===== config.mk =====
export PLATFORM = sky130hd
export DESIGN_NAME = varint_codec_core
export DESIGN_NICKNAME = d
export VERILOG_FILES = /design/src/rtl/vcc_pkg.sv /design/src/rtl/varint_codec_core.sv
export SDC_FILE = /design/constraint.sdc
export NUM_CORES = 1
export LEC_CHECK = 0
export ABC_AREA = 1
export BUFFER_PORTS_ARGS = -buffer_cell sky130_fd_sc_hd__buf_2
export CELL_PAD_IN_SITES_DETAIL_PLACEMENT = 0
export CELL_PAD_IN_SITES_GLOBAL_PLACEMENT = 2
export CORE_MARGIN = 1.5
export CORE_UTILIZATION = 35
export DETAILED_ROUTE_END_ITERATION = 16
export GPL_TIMING_DRIVEN = 0
export PLACE_DENSITY_LB_ADDON = 0.1
export SLEW_MARGIN = 10
export SYNTH_ARGS = -nofsm -noshare
export SYNTH_HDL_FRONTEND = slang
export SYNTH_SLANG_ARGS = --single-unit

===== constraint.sdc =====
create_clock -name clk -period 6.3 [get_ports clk]
set_input_delay 0 -clock clk [delete_from_list [all_inputs] [get_ports clk]]
set_output_delay 0 -clock clk [all_outputs]
set_load 0.005 [all_outputs]

===== src/rtl/vcc_pkg.sv =====
// ----------------------------------------------------------------------------
// vcc_pkg: shared definitions for the unsigned varint codec
// Result kinds, request codes, byte-field masks, mode limits and the
// sequencer state type.
// ----------------------------------------------------------------------------
package vcc_pkg;

	localparam int ValueWidth = 64;
	localparam int CountWidth = 4;

	typedef enum logic [1:0] {
		KIND_BYTE  = 2'd0,
		KIND_VALUE = 2'd1,
		KIND_ERROR = 2'd2
	} kind_t;

	localparam logic REQ_ENCODE = 1'b0;
	localparam logic REQ_DECODE = 1'b1;

	localparam logic [7:0] DATA_MASK = 8'b0111_1111;
	localparam logic [7:0] CONT_BIT  = 8'b1000_0000;

	localparam logic [CountWidth-1:0] LIMIT_SHORT = 4'd5;
	localparam logic [CountWidth-1:0] LIMIT_LONG  = 4'd10;
	localparam logic [CountWidth-1:0] MAX_GROUP   = 4'd9;

	typedef enum logic [1:0] {
		ST_IDLE = 2'b01,
		ST_ENC  = 2'b10
	} state_t;

endpackage


===== src/rtl/varint_codec_core.sv =====
// ----------------------------------------------------------------------------
// varint_codec_core: unsigned LEB128 varint encoder and decoder
// Encodes a value into 7-bit groups with a continuation flag, or gathers
// one incoming byte per item into a value, in 32-bit or 64-bit mode.
// ----------------------------------------------------------------------------
//
//  Channel  | Direction | Payload
//  ---------+-----------+-----------------------------------------------------
//  s_axis   | in        | tuser: req_type; tdata: value_in, byte_in
//  m_axis   | out       | tuser: kind; tdata: byte_out, value_out, byte_count;
//           |           | tlast: last
//  cfg      | in        | data: long_mode
//
// A decode beat is handled in the cycle it is accepted; its result, if any,
// is loaded into the output register at that edge.
// An encode beat loads the shift register, then emits one byte per cycle
// while the sink takes them (1 to 10) through the shared shift-by-seven unit.
// The input is held off while an encode runs or while the output register
// holds a beat the sink has not taken; a stalled sink freezes the sequencer.
// Reset clears the mode, the decoder state and the output valid flag.
//
module varint_codec_core
	import vcc_pkg::*;
(
	input  logic        clk,
	input  logic        arst_n,

	input  logic        s_axis_tvalid,
	output logic        s_axis_tready,
	input  logic [71:0] s_axis_tdata,  // [63:0] value_in, [71:64] byte_in
	input  logic        s_axis_tuser,  // [0] req_type

	output logic        m_axis_tvalid,
	input  logic        m_axis_tready,
	output logic [79:0] m_axis_tdata,  // [7:0] byte_out, [71:8] value_out,
	                                   // [75:72] byte_count, [79:76] zero
	output logic [1:0]  m_axis_tuser,  // [1:0] kind
	output logic        m_axis_tlast,  // last

	input  logic        cfg_valid,
	output logic        cfg_ready,
	input  logic        cfg_data       // long_mode
);

	state_t                state_q;
	logic                  long_mode_q;
	logic [ValueWidth-1:0] work_q;
	logic [CountWidth-1:0] enc_count_q;
	logic [ValueWidth-1:0] accum_q;
	logic [CountWidth-1:0] dec_count_q;

	logic                  out_valid_q;
	kind_t                 out_kind_q;
	logic [7:0]            out_byte_q;
	logic [ValueWidth-1:0] out_value_q;
	logic [CountWidth-1:0] out_count_q;
	logic                  out_last_q;

	logic                  slot_free;
	logic                  in_fire;
	logic                  out_load;
	logic [ValueWidth-1:0] value_in;
	logic [7:0]            byte_in;

	logic [ValueWidth-1:0] enc_rest;
	logic                  enc_more;
	logic [7:0]            enc_byte;

	logic [CountWidth-1:0] dec_group;
	logic [5:0]            dec_shamt;
	logic [ValueWidth-1:0] dec_accum;
	logic [CountWidth-1:0] dec_next;
	logic                  dec_done;
	logic [CountWidth-1:0] limit;

	assign value_in = s_axis_tdata[63:0];
	assign byte_in  = s_axis_tdata[71:64];

	assign slot_free     = !out_valid_q || m_axis_tready;
	assign s_axis_tready = (state_q == ST_IDLE) && slot_free;
	assign in_fire       = s_axis_tvalid && s_axis_tready;
	assign cfg_ready     = 1'b1;

	assign limit = long_mode_q ? LIMIT_LONG : LIMIT_SHORT;

	// Shared shift unit: peel off the low group and move the rest down.
	assign enc_rest = work_q >> 7;
	assign enc_more = (enc_rest != '0);
	assign enc_byte = (work_q[7:0] & DATA_MASK) | (enc_more ? CONT_BIT : 8'd0);

	// The group position saturates at the tenth byte; bits beyond 64 fall off.
	assign dec_group = (dec_count_q > MAX_GROUP) ? MAX_GROUP : dec_count_q;
	assign dec_shamt = 6'(dec_group) * 6'd7;
	assign dec_accum = accum_q | ({56'd0, byte_in & DATA_MASK} << dec_shamt);
	assign dec_next  = dec_group + 4'd1;
	assign dec_done  = ((byte_in & CONT_BIT) == 8'd0) || (dec_next >= limit);

	// A result beat is loaded for every encoded byte and for a finished decode.
	assign out_load = ((state_q == ST_ENC) && slot_free)
		|| (in_fire && s_axis_tuser == REQ_DECODE && dec_done);

	always_ff @(posedge clk or negedge arst_n) begin
		if (!arst_n) begin
			long_mode_q <= 1'b0;
		end else if (cfg_valid && cfg_ready) begin
			long_mode_q <= cfg_data;
		end
	end

	always_ff @(posedge clk or negedge arst_n) begin
		if (!arst_n) begin
			out_valid_q <= 1'b0;
		end else if (out_load) begin
			out_valid_q <= 1'b1;
		end else if (m_axis_tready) begin
			out_valid_q <= 1'b0;
		end
	end

	always_ff @(posedge clk or negedge arst_n) begin
		if (!arst_n) begin
			state_q     <= ST_IDLE;
			accum_q     <= '0;
			dec_count_q <= '0;
		end else begin
			case (state_q)
				ST_IDLE: begin
					if (in_fire && s_axis_tuser == REQ_ENCODE) begin
						state_q <= ST_ENC;
					end else if (in_fire) begin
						if (dec_done) begin
							accum_q     <= '0;
							dec_count_q <= '0;
						end else begin
							accum_q     <= dec_accum;
							dec_count_q <= dec_next;
						end
					end
				end
				ST_ENC: begin
					if (slot_free && !enc_more) begin
						state_q <= ST_IDLE;
					end
				end
				default: begin
					state_q <= ST_IDLE;
				end
			endcase
		end
	end

	// Datapath registers: shift register and output payload.
	always_ff @(posedge clk) begin
		case (state_q)
			ST_IDLE: begin
				if (in_fire && s_axis_tuser == REQ_ENCODE) begin
					work_q      <= long_mode_q ? value_in : {32'd0, value_in[31:0]};
					enc_count_q <= '0;
				end else if (in_fire) begin
					out_byte_q  <= 8'd0;
					out_count_q <= dec_next;
					out_last_q  <= 1'b1;
					if ((byte_in & CONT_BIT) == 8'd0) begin
						out_kind_q  <= KIND_VALUE;
						out_value_q <= long_mode_q ? dec_accum : {32'd0, dec_accum[31:0]};
					end else begin
						out_kind_q  <= KIND_ERROR;
						out_value_q <= '0;
					end
				end
			end
			ST_ENC: begin
				if (slot_free) begin
					work_q      <= enc_rest;
					enc_count_q <= enc_count_q + 4'd1;
					out_kind_q  <= KIND_BYTE;
					out_byte_q  <= enc_byte;
					out_value_q <= '0;
					out_count_q <= enc_count_q + 4'd1;
					out_last_q  <= !enc_more;
				end
			end
			default: begin
			end
		endcase
	end

	assign m_axis_tvalid = out_valid_q;
	assign m_axis_tdata  = {4'd0, out_count_q, out_value_q, out_byte_q};
	assign m_axis_tuser  = out_kind_q;
	assign m_axis_tlast  = out_last_q;

endmodule


==> impl_metrics.tcl <==
set metrics [dict create \
    status "complete, no violations" \
    crit_fanout 11 \
    grt_usage 0.192 \
    hp-class "input pin to flop" \
    min-delay-start "s_axis_tdata[70]" \
    finalNetCount 1459 \
    routed-via-count 8399 \
    ir_worst_vdd_mv 0.293 \
    post_cts_buffers 0 \
    port_buffers 159 \
    yosys.cell_types.count 41 \
    fin_crit_ns 4.00 \
    r2r_start "dec_count_q[3]" \
    rsz0062_at_grt "no" \
    dieArea_um2 30800 \
    holdPathEnd "accum_q[61]" \
    grt_pass1_vias 8423 \
    dieHeight_um 175 \
    ys_seq_area_frac 0.597 \
    drc 0 \
    min_path_cells 5 \
    ys_warn_count 0 \
    fin_hold_ws_ns 0.109 \
    end_kind "flop" \
    finClkSkew_ns 0.0177 \
    r2r-end "out_value_q[36]" \
    clock-sinks 219 \
    min_period_over_period 0.635 \
    max-slew-margin-rel 0.462 \
    finalPower_mw 5.82 \
    syn_avg_cell_area_um2 9.45 \
    start_util 0.359 \
    fmax_ghz 0.250 \
    clk_pin_slew_ns 0.06 \
    placeableCoreArea_um2 29000 \
    hpwl_um 20900 \
    cts-root-buf "clkbuf_16" \
    worst_pin_slew_ns 0.805 \
    drive_gt1_frac 0.182 \
    critPathLaunchType "flop" \
    ys_ff_latch 219 \
    arrival_ns 4.35 \
    rows 62 \
    synth_area_leaders "edfxtp_1 (42%), dfrtp_1 (17%), nand2_1 (8.0%)" \
    drt-initial-drc-count 557 \
    grt_overflow 0 \
    place_ws_ns 2.26 \
    drv_slew 0 \
    wl_per_cell_um 16.4 \
    clockBufferDepth 3 \
    crit_chain "nand2_1, nand4_4, nand2_4, inv_2, buf_8, ha_1, ha_1, fa_1, xor2_2, inv_2, nor2_2, inv_2, nor2_1, nor2_1, a21oi_1" \
    setup_ws_ns 2.30 \
    synth_cells 1102 \
    crit_slowest_cell "nor2_2" \
    cp-startpoint "dec_count_q[3]" \
    crit_required_ns 6.65 \
    ios 165 \
    setup_viol 0 \
    dp.cells 1652 \
    drt-total-wl_um 29000 \
    ant_nets 0 \
    synth_top_area_frac 0.424 \
    drv_cap 0 \
    h-tree-depth 1 \
    dr.pass1.iters 5 \
    worstSetupPathType "flop to flop" \
    grt_max_degree 42 \
    r2r.worst_path.cells 15 \
    setup_tns_ns 0 \
    tritoncts "done" \
    antenna_found_initial 1 \
    grt_pass1_wl_um 46200 \
    die_w_um 175 \
    post_cts_resize_count 0 \
    yosysTopAreaCell "edfxtp_1" \
    p_leak_nw 5.65 \
    finalHoldViolCount 0 \
    cpMostUsedCell "inv_2" \
    avgViaCountPerCell 4.74 \
    ff2ff_setup_slack_ns 2.30 \
    critPathMaxStageDelay_ns 0.51 \
    netlist_area_um2 10400 \
    stdcell_count 1772 \
    power_density_nw_per_um2 436 \
    clk_latency_ns 0.53 \
    gp_congestion 0.826 \
    syn2layout_area_growth_pct 28.2 \
    cts_buffers 25 \
]
metrics by stage:
step	cell area [um^2]	util
floorplan	10400	-
global placement	11700	0.403
detailed placement	11800	0.407
CTS	13300	0.460
global route	13300	0.460
finish	13300	0.460
worst max-delay path: cells and delay by family (launching register included):
family	cells	cell delay [ns]
compound gates	1	0.22
xor+xnor	1	0.39
fa+ha+maj	3	0.97
buf+inv	4	0.52
flops	1	0.46
simple gates	6	1.26
sequential cells by signal (all words and copies together), names as in the netlist:
signal / count
m_axis_tuser: 2
out_value_q: 64
dec_count_q: 4
out_byte_q: 8
out_count_q: 4
enc_count_q: 4
long_mode_q: 1
m_axis_tvalid: 1
work_q: 64
state_q: 2
accum_q: 64
m_axis_tlast: 1
kinds of logic after synthesis:
kind of cell | after synthesis | synth area share
fa+ha+maj | 12 | 0.0159
xor+xnor | 2 | 0.00240
flops | 219 | 0.597
other cells | 2 | 0.000722
simple gates | 441 | 0.188
compound gates | 231 | 0.115
buf+inv | 195 | 0.0804
placed cells by master, fill, tap and decap left out, drive strengths merged:
cell,n
nor4,8
clkinv,4
a21oi,101
o21bai,8
inv,132
ha,10
diode,1
nand4,44
nand2,228
fa,2
nand3,68
dfstp,1
a31oi,1
dlygate4sd1,1
o22ai,1
xnor2,1
edfxtp,147
xor2,1
clkinvlp,2
clkbuf,74
conb,5
nand3b,1
dfrtp,71
buf,191
o21ai,119
or2,1
dlygate4sd3,73
nor2,87
a21o,1
nor3,4
how the worst max path moves through the flow:
stage	end	slack, ns	cells past startpoint
floorplan	enc_count_q[0]	1.33	7
global placement	work_q[2]	-0.78	7
detailed placement	out_value_q[36]	2.26	15
CTS	out_value_q[36]	2.24	15
global route	out_value_q[36]	2.05	15
finish	out_value_q[36]	2.30	15
cells in the mapped netlist, drive strengths merged:
| library cell | number |
|---|---|
| xnor2 | 1 |
| o21ai | 119 |
| a31oi | 1 |
| o21bai | 8 |
| o22ai | 1 |
| a21o | 1 |
| clkbuf | 35 |
| dfrtp | 71 |
| dfstp | 1 |
| or2 | 1 |
| nor2 | 87 |
| nand3b | 1 |
| ha | 10 |
| xor2 | 1 |
| inv | 131 |
| a21oi | 101 |
| buf | 28 |
| fa | 2 |
| nand3 | 68 |
| dlygate4sd1 | 1 |
| edfxtp | 147 |
| nand2 | 228 |
| nand4 | 44 |
| conb | 2 |
| nor4 | 8 |
| nor3 | 4 |
power breakdown:
group	total, mW	internal (mW)	switching, mW	leakage [nW]
Sequential	2.02	1.92	0.101	2.41
Clock	1.42	0.839	0.580	0.394
Combinational	2.38	0.714	1.66	2.84
cell type report:
type | instances | area [um^2]
antenna | 1 | 2.50
fill | 2905 | 15700
clock buffer | 39 | 769
sequential | 219 | 6220
clock inverter | 7 | 45.0
tap | 384 | 480
timing repair buffer | 236 | 1620
buffer | 64 | 345
multi-input combinational | 691 | 3380
inverter | 131 | 494
repair_timing:
action,in CTS,in global routing
endpoints found under the hold margin,141,0
hold buffers,73,0
setup endpoints to repair,0,0
per-layer routing:
metal	global-route usage	up-vias	part of all wire
met4	0.0370	0	0.016
met2	0.308	199	0.46
met3	0.0253	32	0.046
li1	-	4255	-
met1	0.280	3913	0.48
met5	0	-	0
No activity file was read; power rests on OpenSTA's default activity.
